<file path="src/rtl/core/vspm_pkg.sv">
// Types and constants of the voltage spread plausibility monitor.
package vspm_pkg;

  localparam int unsigned VoltW   = 20;
  localparam int unsigned IdxW    = 2;
  localparam int unsigned ModeW   = 3;
  localparam int unsigned EventW  = 2;
  localparam int unsigned SeenW   = 3;
  localparam int unsigned ThreshW = 20;
  localparam int unsigned TicksW  = 16;
  localparam int unsigned CfgIdxW = 1;
  localparam int unsigned MinSeen = 2;

  localparam logic [ThreshW-1:0] ThreshReset = 20'd5000;
  localparam logic [TicksW-1:0]  TicksReset  = 16'd1000;

  typedef enum logic [ModeW-1:0] {
    MODE_SAMPLE = 3'd0,
    MODE_TICK   = 3'd1,
    MODE_START  = 3'd2,
    MODE_STOP   = 3'd3,
    MODE_RESET  = 3'd4
  } mode_e;

  typedef enum logic [EventW-1:0] {
    EV_NONE      = 2'd0,
    EV_IMMEDIATE = 2'd1,
    EV_TIMER     = 2'd2
  } event_e;

  typedef enum logic [CfgIdxW-1:0] {
    CFG_THRESHOLD = 1'b0,
    CFG_TICKS     = 1'b1
  } cfg_reg_e;

  typedef struct packed {
    logic [ModeW-1:0]        mode;
    logic [IdxW-1:0]         source_index;
    logic signed [VoltW-1:0] sample_voltage;
  } req_t;

  typedef struct packed {
    logic                fault_latched;
    logic [EventW-1:0]   fault_event;
    logic [VoltW-1:0]    spread_value;
    logic                timer_running;
    logic                monitor_running;
    logic [SeenW-1:0]    seen_count;
  } rsp_t;

  typedef struct packed {
    logic [ThreshW-1:0] threshold;
    logic [TicksW-1:0]  ticks;
  } cfg_t;

endpackage

</file>
<file path="src/rtl/core/vspm_req_if.sv">
// Request channel: valid/ready handshake with one monitor request.
interface vspm_req_if;
  import vspm_pkg::*;

  logic                    valid;
  logic                    ready;
  logic [ModeW-1:0]        mode;
  logic [IdxW-1:0]         source_index;
  logic signed [VoltW-1:0] sample_voltage;

  modport source (output valid, output mode, output source_index, output sample_voltage,
                  input ready);
  modport sink (input valid, input mode, input source_index, input sample_voltage,
                output ready);
endinterface

</file>
<file path="src/rtl/core/vspm_rsp_if.sv">
// Result channel: valid/ready handshake with one monitor status.
interface vspm_rsp_if;
  import vspm_pkg::*;

  logic              valid;
  logic              ready;
  logic              fault_latched;
  logic [EventW-1:0] fault_event;
  logic [VoltW-1:0]  spread_value;
  logic              timer_running;
  logic              monitor_running;
  logic [SeenW-1:0]  seen_count;

  modport source (output valid, output fault_latched, output fault_event,
                  output spread_value, output timer_running, output monitor_running,
                  output seen_count, input ready);
  modport sink (input valid, input fault_latched, input fault_event,
                input spread_value, input timer_running, input monitor_running,
                input seen_count, output ready);
endinterface

</file>
<file path="src/rtl/core/vspm_spread.sv">
// Max minus min over the seen sources (zero when fewer than two are seen), and the count of seen sources.
module vspm_spread #(
  parameter int unsigned NUM_SOURCES = 4,
  localparam int unsigned CntW = $clog2(NUM_SOURCES + 1)
) (
  input  logic signed [vspm_pkg::VoltW-1:0] vals_i [NUM_SOURCES],
  input  logic [NUM_SOURCES-1:0]            seen_i,
  output logic [vspm_pkg::VoltW-1:0]        spread_o,
  output logic [CntW-1:0]                   count_o
);
  import vspm_pkg::*;

  localparam logic signed [VoltW-1:0] VMax = {1'b0, {(VoltW-1){1'b1}}};
  localparam logic signed [VoltW-1:0] VMin = {1'b1, {(VoltW-1){1'b0}}};

  logic signed [VoltW-1:0] lo;
  logic signed [VoltW-1:0] hi;
  logic signed [VoltW:0]   diff;
  logic [CntW-1:0]         cnt;

  always_comb begin
    lo  = VMax;
    hi  = VMin;
    cnt = '0;
    for (int i = 0; i < NUM_SOURCES; i++) begin
      if (seen_i[i]) begin
        cnt = cnt + CntW'(1);
        if (vals_i[i] < lo) begin
          lo = vals_i[i];
        end
        if (vals_i[i] > hi) begin
          hi = vals_i[i];
        end
      end
    end
    diff = (VoltW+1)'(hi) - (VoltW+1)'(lo);
  end

  assign count_o  = cnt;
  assign spread_o = (32'(cnt) >= MinSeen) ? diff[VoltW-1:0] : '0;

endmodule

</file>
<file path="src/rtl/core/vspm_state.sv">
// Monitor state registers and the per-request update of flags, timer and sources.
module vspm_state #(
  parameter int unsigned NUM_SOURCES = 4
) (
  input  logic           clk_i,
  input  logic           rst_ni,
  input  logic           commit_i,
  input  vspm_pkg::req_t req_i,
  input  vspm_pkg::cfg_t cfg_i,
  output vspm_pkg::rsp_t rsp_o
);
  import vspm_pkg::*;

  localparam int unsigned CntW = $clog2(NUM_SOURCES + 1);

  logic signed [VoltW-1:0] vals_q [NUM_SOURCES];
  logic signed [VoltW-1:0] vals_d [NUM_SOURCES];
  logic [NUM_SOURCES-1:0]  seen_q, seen_d;
  logic                    run_q, run_d;
  logic                    latch_q, latch_d;
  logic                    armed_q, armed_d;
  logic [TicksW-1:0]       elapsed_q, elapsed_d;

  logic [VoltW-1:0]  spread;
  logic [CntW-1:0]   cnt;
  logic              sample_ok;
  logic              idx_hit;
  logic              enough;
  logic              over;
  logic [TicksW-1:0] tick_inc;
  event_e            ev;
  mode_e             mode;

  assign mode      = mode_e'(req_i.mode);
  assign sample_ok = (mode == MODE_SAMPLE) && run_q && !latch_q;

  always_comb begin
    vals_d  = vals_q;
    seen_d  = seen_q;
    idx_hit = 1'b0;
    for (int i = 0; i < NUM_SOURCES; i++) begin
      if (32'(req_i.source_index) == i) begin
        idx_hit = 1'b1;
        if (sample_ok) begin
          vals_d[i] = req_i.sample_voltage;
          seen_d[i] = 1'b1;
        end
      end
    end
    if (mode == MODE_RESET) begin
      seen_d = '0;
    end
  end

  vspm_spread #(
    .NUM_SOURCES(NUM_SOURCES)
  ) u_vspm_spread (
    .vals_i  (vals_d),
    .seen_i  (seen_d),
    .spread_o(spread),
    .count_o (cnt)
  );

  assign enough   = 32'(cnt) >= MinSeen;
  assign over     = spread > cfg_i.threshold;
  assign tick_inc = (elapsed_q != '1) ? elapsed_q + TicksW'(1) : elapsed_q;

  always_comb begin
    run_d     = run_q;
    latch_d   = latch_q;
    armed_d   = armed_q;
    elapsed_d = elapsed_q;
    ev        = EV_NONE;
    unique case (mode)
      MODE_SAMPLE: begin
        if (sample_ok && idx_hit) begin
          if (!enough) begin
            armed_d = 1'b0;
          end else if (over) begin
            if (cfg_i.ticks == '0) begin
              latch_d = 1'b1;
              run_d   = 1'b0;
              armed_d = 1'b0;
              ev      = EV_IMMEDIATE;
            end else if (!armed_q) begin
              armed_d   = 1'b1;
              elapsed_d = '0;
            end
          end else begin
            armed_d = 1'b0;
          end
        end
      end
      MODE_TICK: begin
        if (armed_q) begin
          elapsed_d = tick_inc;
          if (tick_inc >= cfg_i.ticks) begin
            armed_d = 1'b0;
            if (run_q && !latch_q && enough && over) begin
              latch_d = 1'b1;
              run_d   = 1'b0;
              ev      = EV_TIMER;
            end
          end
        end
      end
      MODE_START: begin
        latch_d = 1'b0;
        armed_d = 1'b0;
        run_d   = 1'b1;
      end
      MODE_STOP: begin
        run_d   = 1'b0;
        armed_d = 1'b0;
      end
      MODE_RESET: begin
        latch_d = 1'b0;
        armed_d = 1'b0;
      end
      default: ;
    endcase
  end

  always_comb begin
    rsp_o.fault_latched   = latch_d;
    rsp_o.fault_event     = ev;
    rsp_o.spread_value    = spread;
    rsp_o.timer_running   = armed_d;
    rsp_o.monitor_running = run_d;
    rsp_o.seen_count      = (32'(cnt) > 32'd7) ? 3'd7 : SeenW'(cnt);
  end

  always_ff @(posedge clk_i or negedge rst_ni) begin
    if (!rst_ni) begin
      seen_q    <= '0;
      run_q     <= 1'b0;
      latch_q   <= 1'b0;
      armed_q   <= 1'b0;
      elapsed_q <= '0;
    end else if (commit_i) begin
      seen_q    <= seen_d;
      run_q     <= run_d;
      latch_q   <= latch_d;
      armed_q   <= armed_d;
      elapsed_q <= elapsed_d;
    end
  end

  always_ff @(posedge clk_i) begin
    if (commit_i) begin
      vals_q <= vals_d;
    end
  end

endmodule

</file>
<file path="src/rtl/core/voltage_spread_plausibility_monitor.sv">
// Top level of the voltage spread plausibility monitor.
// A request is captured in the input register, then its result in the result register, which offers it.
// Throughput: one request per cycle while results are taken; the input and result registers each hold one.
// Reset: clears flags, seen marks, timer and handshake state; restores register defaults.
module voltage_spread_plausibility_monitor #(
  parameter int unsigned NUM_SOURCES = 4
) (
  input  logic                           clk_i,
  input  logic                           rst_ni,
  input  logic                           cfg_we_i,
  input  logic [vspm_pkg::CfgIdxW-1:0]   cfg_idx_i,
  input  logic [vspm_pkg::ThreshW-1:0]   cfg_wdata_i,
  vspm_req_if.sink                       req_i,
  vspm_rsp_if.source                     rsp_o
);
  import vspm_pkg::*;

  cfg_t cfg_q;
  req_t req_q;
  logic req_vld_q;
  rsp_t rsp_d, rsp_q;
  logic rsp_vld_q;
  logic advance;

  assign advance     = req_vld_q && (!rsp_vld_q || rsp_o.ready);
  assign req_i.ready = !req_vld_q || advance;

  always_ff @(posedge clk_i or negedge rst_ni) begin
    if (!rst_ni) begin
      cfg_q.threshold <= ThreshReset;
      cfg_q.ticks     <= TicksReset;
    end else if (cfg_we_i) begin
      unique case (cfg_reg_e'(cfg_idx_i))
        CFG_THRESHOLD: cfg_q.threshold <= cfg_wdata_i;
        CFG_TICKS:     cfg_q.ticks     <= cfg_wdata_i[TicksW-1:0];
        default: ;
      endcase
    end
  end

  // Hold the request until the state stage takes it.
  always_ff @(posedge clk_i or negedge rst_ni) begin
    if (!rst_ni) begin
      req_vld_q <= 1'b0;
    end else if (req_i.valid && req_i.ready) begin
      req_vld_q <= 1'b1;
    end else if (advance) begin
      req_vld_q <= 1'b0;
    end
  end

  always_ff @(posedge clk_i) begin
    if (req_i.valid && req_i.ready) begin
      req_q.mode           <= req_i.mode;
      req_q.source_index   <= req_i.source_index;
      req_q.sample_voltage <= req_i.sample_voltage;
    end
  end

  vspm_state #(
    .NUM_SOURCES(NUM_SOURCES)
  ) u_vspm_state (
    .clk_i   (clk_i),
    .rst_ni  (rst_ni),
    .commit_i(advance),
    .req_i   (req_q),
    .cfg_i   (cfg_q),
    .rsp_o   (rsp_d)
  );

  always_ff @(posedge clk_i or negedge rst_ni) begin
    if (!rst_ni) begin
      rsp_vld_q <= 1'b0;
    end else if (advance) begin
      rsp_vld_q <= 1'b1;
    end else if (rsp_o.ready) begin
      rsp_vld_q <= 1'b0;
    end
  end

  always_ff @(posedge clk_i) begin
    if (advance) begin
      rsp_q <= rsp_d;
    end
  end

  assign rsp_o.valid           = rsp_vld_q;
  assign rsp_o.fault_latched   = rsp_q.fault_latched;
  assign rsp_o.fault_event     = rsp_q.fault_event;
  assign rsp_o.spread_value    = rsp_q.spread_value;
  assign rsp_o.timer_running   = rsp_q.timer_running;
  assign rsp_o.monitor_running = rsp_q.monitor_running;
  assign rsp_o.seen_count      = rsp_q.seen_count;

endmodule

</file>
<file path="src/flat_wrapper.sv">
// flat-port wrapper written by rule: the top's interface ports become plain ports
module voltage_spread_plausibility_monitor_flat import vspm_pkg::*;
#(
  parameter int unsigned NUM_SOURCES = 4
)
  (clk_i, rst_ni, cfg_we_i, cfg_idx_i, cfg_wdata_i, req_i_valid, req_i_mode, req_i_source_index, req_i_sample_voltage, req_i_ready, rsp_o_valid, rsp_o_fault_latched, rsp_o_fault_event, rsp_o_spread_value, rsp_o_timer_running, rsp_o_monitor_running, rsp_o_seen_count, rsp_o_ready);
  vspm_req_if req_i_i ();
  vspm_rsp_if rsp_o_i ();
  input  logic clk_i;
  input  logic rst_ni;
  input  logic cfg_we_i;
  input  logic [vspm_pkg::CfgIdxW-1:0] cfg_idx_i;
  input  logic [vspm_pkg::ThreshW-1:0] cfg_wdata_i;
  input wire logic [$bits(req_i_i.valid)-1:0] req_i_valid;
  input wire logic [$bits(req_i_i.mode)-1:0] req_i_mode;
  input wire logic [$bits(req_i_i.source_index)-1:0] req_i_source_index;
  input wire logic [$bits(req_i_i.sample_voltage)-1:0] req_i_sample_voltage;
  output wire logic [$bits(req_i_i.ready)-1:0] req_i_ready;
  output wire logic [$bits(rsp_o_i.valid)-1:0] rsp_o_valid;
  output wire logic [$bits(rsp_o_i.fault_latched)-1:0] rsp_o_fault_latched;
  output wire logic [$bits(rsp_o_i.fault_event)-1:0] rsp_o_fault_event;
  output wire logic [$bits(rsp_o_i.spread_value)-1:0] rsp_o_spread_value;
  output wire logic [$bits(rsp_o_i.timer_running)-1:0] rsp_o_timer_running;
  output wire logic [$bits(rsp_o_i.monitor_running)-1:0] rsp_o_monitor_running;
  output wire logic [$bits(rsp_o_i.seen_count)-1:0] rsp_o_seen_count;
  input wire logic [$bits(rsp_o_i.ready)-1:0] rsp_o_ready;
  assign req_i_i.valid = req_i_valid;
  assign req_i_i.mode = req_i_mode;
  assign req_i_i.source_index = req_i_source_index;
  assign req_i_i.sample_voltage = req_i_sample_voltage;
  assign req_i_ready = req_i_i.ready;
  assign rsp_o_valid = rsp_o_i.valid;
  assign rsp_o_fault_latched = rsp_o_i.fault_latched;
  assign rsp_o_fault_event = rsp_o_i.fault_event;
  assign rsp_o_spread_value = rsp_o_i.spread_value;
  assign rsp_o_timer_running = rsp_o_i.timer_running;
  assign rsp_o_monitor_running = rsp_o_i.monitor_running;
  assign rsp_o_seen_count = rsp_o_i.seen_count;
  assign rsp_o_i.ready = rsp_o_ready;
  voltage_spread_plausibility_monitor #(.NUM_SOURCES(NUM_SOURCES)) u_core (.clk_i(clk_i), .rst_ni(rst_ni), .cfg_we_i(cfg_we_i), .cfg_idx_i(cfg_idx_i), .cfg_wdata_i(cfg_wdata_i), .req_i(req_i_i), .rsp_o(rsp_o_i));
endmodule
</file>
<file path="config.mk">
export PLATFORM = sky130hd
export DESIGN_NAME = voltage_spread_plausibility_monitor_flat
export DESIGN_NICKNAME = d
export VERILOG_FILES = /design/src/rtl/core/vspm_pkg.sv /design/src/rtl/core/vspm_req_if.sv /design/src/rtl/core/vspm_rsp_if.sv /design/src/rtl/core/vspm_spread.sv /design/src/rtl/core/vspm_state.sv /design/src/rtl/core/voltage_spread_plausibility_monitor.sv /design/src/flat_wrapper.sv
export SDC_FILE = /design/constraint.sdc
export NUM_CORES = 1
export LEC_CHECK = 0
export ABC_AREA = 1
export BUFFER_PORTS_ARGS = -buffer_cell sky130_fd_sc_hd__clkbuf_2
export CORE_UTILIZATION = 30
export CTS_CLUSTER_SIZE = 20
export DETAILED_ROUTE_END_ITERATION = 6
export PLACE_DENSITY = 0.55
export SLEW_MARGIN = 0
export SYNTH_ARGS = -nofsm -noshare
export SYNTH_HDL_FRONTEND = slang
export SYNTH_SLANG_ARGS = --single-unit
</file>
<file path="constraint.sdc">
create_clock -name clk_i -period 17.1 [get_ports clk_i]
set_input_delay 5.13 -clock clk_i [delete_from_list [all_inputs] [get_ports clk_i]]
set_output_delay 5.13 -clock clk_i [all_outputs]
set_load 0.01 [all_outputs]
</file>
**Word-level counts from Yosys, hierarchy flattened**

Cells that the tools add are included.
W data, S select, Z words.

- Logic and storage cells: 162
- Register bits after elaboration: 194
- Output and inout bits: 30
- ROM bits: 0
- Bits in writable memories: 0
- Memories: 0
- Bits in latches: 0

- Shift-type cells: 0
- Muxes and demuxes: 85
- Divide/modulo/power cells: 0
- Add/sub/neg operators: 5
- Multiply operators: 0
- Equality and inequality tests: 14
- Reduce and logical (&&, ||, !) cells: 24
- Bitwise gates (word level): 1
- Order comparisons: 11

Operators by type and width:

| operator | number |
|---|---|
| $mux W20 | 25 |
| $mux W16 | 7 |
| $gt A20 B20 Y1 | 4 |
| $lt A20 B20 Y1 | 3 |
| $mux W1 | 41 |
| $pmux W16 S2 | 1 |
| $gt A20 B20 Y1 const B | 1 |
| $lt A20 B20 Y1 const B | 1 |
| $sub A20 B20 Y20 | 1 |
| $add A16 B1 Y16 const B | 1 |
| $ge A16 B16 Y1 | 1 |
| $logic_not A16 Y1 | 1 |
| $ne A16 B16 Y1 const B | 1 |
| $ne A2 B2 Y1 const B | 5 |
| $mux W3 | 3 |
| $logic_and A1 B1 Y1 | 8 |
| $reduce_and A8 Y1 | 1 |
| $add A3 B1 Y3 const B | 2 |
| $eq A3 B2 Y1 const B | 2 |
| $mux W2 | 3 |
| $pmux W1 S3 | 2 |
| $reduce_bool A2 Y1 | 3 |
| $eq A2 B2 Y1 const B | 2 |
| $mux W4 | 1 |
| 16 further kinds | 20 |

**Logic depth before layout (Yosys ltp)**

- Depth after elaboration: 25
- Depth in mapped cells: 102
- Mapped depth without buffers: 97

**Hierarchy**

A second synthesis with hierarchy kept.

- Cells, all modules: 1819
- Area total of the unflattened synthesis: 14192.4 µm²

By module, submodules not included:

| module | seq. area each (µm²) | cells an instance | instances | area each (µm²) |
|---|---|---|---|---|
| vspm_state | 2977.9 | 693 | 1 | 5835.6 |
| vspm_spread | 0.0 | 903 | 1 | 5231.3 |
| voltage_spread_plausibility_monitor | 2556.2 | 223 | 1 | 3125.5 |

**Worst setup path after synthesis**

OpenSTA, ideal clock, no wires.

- Path kind: register -> register
- Start point: register u_core.req_q[24] (netlist name)
- End point: register u_core.u_vspm_state.elapsed_q[1]
- Arrival: 11.733 ns
- Required time: 17.017 ns
- Stages on the path, launching flop included: 94
- Setup time: 0.083 ns
- Path buffers: 9
- Slack: 5.285 ns
- Cells stage by stage: edfxtp_1 -> inv_2 -> nand2_2 -> nor2_4 -> nand2_4 -> clkbuf_1 -> clkbuf_1 -> or2_2 -> o22ai_1 -> inv_1 -> ha_1 -> nand4_1 -> or2_1 -> nor4_1 -> nand2_1 -> nand3_1 -> nand2_1 -> o21ai_0 -> [... 58 more ...] -> nor2_1 -> o21ai_0 -> nand2_1 -> o21ai_0 -> a21oi_1 -> ha_1 -> nand2_1 -> nor2_1 -> nand4_1 -> nor3_1 -> inv_1 -> o21ai_0 -> nand2_1 -> nor4_1 -> o2111a_1 -> clkbuf_1 -> nand3_1 -> o21ai_0

RTL lines:

| what | RTL line | source |
|---|---|---|
| end signal, assigned | vspm_state.sv:145 | `elapsed_q <= elapsed_d;` |
| end, declared | vspm_state.sv:22 | `logic [TicksW-1:0] elapsed_q, elapsed_d;` |

==> results.json <==
{
  "setup_violations": 0,
  "rows": 78,
  "dr.pass1.iters": 5,
  "slowest_delay_ns": 0.58,
  "critPathKind": "flip-flop to flip-flop",
  "hold_class": "flip-flop to flip-flop",
  "dr_total_vias": 11777,
  "postSynthCellCount": 1678,
  "layout-drive-gt1-share_pct": 10.36,
  "syn_nets": 1904,
  "finClkSkew_ns": 0.01333,
  "root_buffer": "clkbuf_16",
  "fp.coreArea_sq_um": 45480,
  "slew_headroom_pct": 25.73,
  "final_cell_count_no_fill": 2347,
  "hold_viol": 0,
  "synth_cell_types": 55,
  "yosysWarnings": 0,
  "p_seq_share_pct": 34.9,
  "fin_setup_tns_ns": 0,
  "nets": 1960,
  "syn_avg_cell_area_sq_um": 8.252,
  "crit_arrival_ns": 15.52,
  "htree_levels": 4,
  "num_antenna_cells": 0,
  "die_x_um": 216.8,
  "syn_area_sq_um": 13850,
  "worstSetupEndpointType": "flip-flop",
  "globalRoute.totalOverflow": 0,
  "worstPathMaxFanout": 40,
  "synth-edff-count": 133,
  "power_mw": 1.790,
  "place_inst": 2315,
  "cpMostUsedCell": "nand2_1",
  "grt_antenna_before_repair": 0,
  "met3_usage_pct": 2.124,
  "grt_pass1_wl_um": 61380,
  "path_clk_slew_ns": 0.08,
  "ir_drop_uv": 45.41,
  "ctsHoldBuffers": 0,
  "cts_made_buffers": 17,
  "clockBufferDepth": 2,
  "slew_violations": 0,
  "io_buffers": 80,
  "clkSinkCount": 194,
  "min_period_over_period_pct": 88.53,
  "ys.flop_type": "edfxtp_1",
  "layout_commonest_cell": "nand2_1",
  "vias_per_cell": 5.018,
  "start_kind": "flip-flop",
  "power.share.switching_pct": 40.79,
  "grt_setup_unrepaired": "false",
  "die_y_um": 216.8,
  "combPwrFrac_pct": 41.6,
  "grt_max_degree": 67,
  "critical-path-slowest-cell": "o2111a_2",
  "area_growth_pct": 11.62,
  "seq_area_frac_synth_pct": 39.97,
  "pwr-share-clk_pct": 23.5,
  "avgRoutedWirePerCell_um": 16.04,
  "routed_wl_um": 37650,
  "fin_hold_ws_ns": 0.4869,
  "busiest_layer": "met2",
  "insertion_delay_ns": 0.47,
  "cp_data_required_time_ns": 17.48,
  "p_leak_nw": 7.352,
  "initial_core_util_pct": 30.45,
  "grtUsageMet2_pct": 28.62,
  "status": "complete, no violations",
  "fmax_ghz": 0.06606,
  "track_usage_pct": 16.57,
  "drtIter0Drc": 820,
  "internal-power_mw": 1.060,
  "async_reset_ff_share_pct": 31.44,
  "hpwlAfterDp_um": 29020,
  "drc": 0,
  "grt_pass1_vias": 11493,
  "antenna_left": 0,
  "ioPinCount": 81,
  "fin_crit_ns": 15.14,
  "cts_tree": "built",
  "dieArea_sq_um": 47020,
  "cap_violations": 0,
  "met1_usage_pct": 21.58,
  "worst_pin_slew_ns": 1.111,
  "p_switching_mw": 0.7301,
  "postCtsSetupBuffers": 0,
  "gp_congestion": 0.8996,
  "ys_ff_latch": 194,
  "mostFrequentLayoutCells": "nand2_1 (321), inv_1 (255), ha_1 (174)",
  "powerDensity_nw_per_um2": 115.8
}
registers in the layout, indices dropped and copies added, names as in the netlist, 2 cells and up:
register / count
u_core.u_vspm_state.vals_q: 80
u_core.cfg_q: 36
u_core.req_q: 25
u_core.rsp_o.spread_value: 20
u_core.u_vspm_state.elapsed_q: 16
u_core.u_vspm_state.seen_q: 4
u_core.rsp_o.seen_count: 3
u_core.rsp_o.fault_event: 2
cell type report:
class	count	area (sq um)
well taps	600	750.7
clock buffers	18	450.4
fillers	4829	30020
clock inverters	14	152.6
flip-flops and latches	194	5534
multi-input cells	1166	7084
repair buffers	93	498.0
inverters	262	985.9
cells by family (layout without fill, tap and decap cells):
kind of cell             after synthesis  after routing  share of synthesized area, %
AND/OR/NAND/NOR                      557            557                         17.41
flip-flops                           194            194                         39.97
XOR/XNOR                              14             14                        0.8855
adder cells (fa/ha/maj)              175            175                         15.87
multiplexers                           2              2                        0.1446
buffers and inverters                318            387                         8.900
AO/OA/AOI/OAI                        418            418                         16.82
worst paths after layout:
check	from	endpoint	slack, ns	depth (start not counted)
hold / removal	u_core.cfg_q[31]$_DFFE_PN0P_	u_core.cfg_q[31]$_DFFE_PN0P_	0.49	2
hold reg to reg	u_core.cfg_q[31]$_DFFE_PN0P_	u_core.cfg_q[31]$_DFFE_PN0P_	0.49	2
max in group asynchronous	rst_ni	u_core.u_vspm_state.elapsed_q[15]$_DFFE_PN0P_	11.71	2
setup / recovery	u_core.req_q[22]$_DFFE_PP_	u_core.u_vspm_state.elapsed_q[8]$_DFFE_PN0P_	1.96	84
setup reg to reg	u_core.req_q[22]$_DFFE_PP_	u_core.u_vspm_state.elapsed_q[8]$_DFFE_PN0P_	1.96	84
min in group asynchronous	rst_ni	u_core.cfg_q[33]$_DFFE_PN0P_	4.83	2
per-layer routing:
layer / vias up / wire [um]
met5: - / 0
met4: 0 / 553
met3: 28 / 1165
met2: 212 / 18490
met1: 5655 / 17440
li1: 5882 / -
through the flow:
stage / utilization [%] / area [sq um] / setup WS, ns
after floorplan: - / 13850 / 5.285
after global placement: 32.65 / 14850 / 1.875
after detailed placement: 32.65 / 14850 / 1.480
after CTS: 33.98 / 15450 / 1.452
after global routing: 33.99 / 15460 / 0.1576
final: 33.99 / 15460 / 1.962
synthesized netlist by cell type (2+ instances only):
library cell  count  share of area (%)
nor4_1            9               0.41
a21o_1            4               0.22
dfstp_2          11                2.1
o21ai_0         168                6.1
clkinv_1          3              0.081
nand3_1          44                1.6
a41oi_1           3               0.19
nor2_1           90                2.4
mux2i_1           2               0.14
or2_2            21               0.95
o211ai_1          3               0.16
a21boi_0          3               0.16
nor4b_1           3               0.19
inv_1           255                6.9
buf_2             4               0.14
a21oi_1          88                3.2
nor3_1           27               0.98
o21ai_1          38                1.4
o221ai_1          3               0.19
nand3b_1          3               0.16
ha_1            174                 16
buf_4             5               0.27
a31oi_1           5               0.23
clkbuf_1         41                1.1
xnor2_1           3               0.19
nor2_4            4               0.33
o22ai_1          77                3.5
a211oi_1          9               0.49
o2111ai_1         2               0.13
buf_1             4               0.11
nand2_1         322                8.7
dfrtp_1          50                9.0
edfxtp_1        133                 29
buf_6             2               0.16
nand4_1          23                1.0
o21a_1            5               0.27
inv_2             4               0.11
nand2_2           6               0.27
xor2_1           11               0.70
power by group through the flow:
stage / Combinational, mW / Sequential (mW) / Clock (mW)
2_1_floorplan: 0.549 / 0.632 / 0
3_3_place_gp: 0.730 / 0.633 / 0
3_5_place_dp: 0.743 / 0.634 / 0
4_1_cts: 0.748 / 0.625 / 0.433
5_1_grt: 0.866 / 0.633 / 0.450
6_report: 0.745 / 0.625 / 0.420
critical path, delay by kind of cell (launching register included):
| kind | cells | cell delay (ns) |
|---|---|---|
| AO/OA/AOI/OAI | 22 | 4.53 |
| buffers and inverters | 8 | 1.22 |
| flip-flops | 1 | 0.48 |
| AND/OR/NAND/NOR | 49 | 7.28 |
| adder cells (fa/ha/maj) | 5 | 1.52 |
timing repair:
action,4_1_cts,5_1_grt
resized for setup,0,2
setup endpoints to repair,0,17
hold endpoints to repair,0,0
Note: power is estimated with default switching activity, not from simulation.
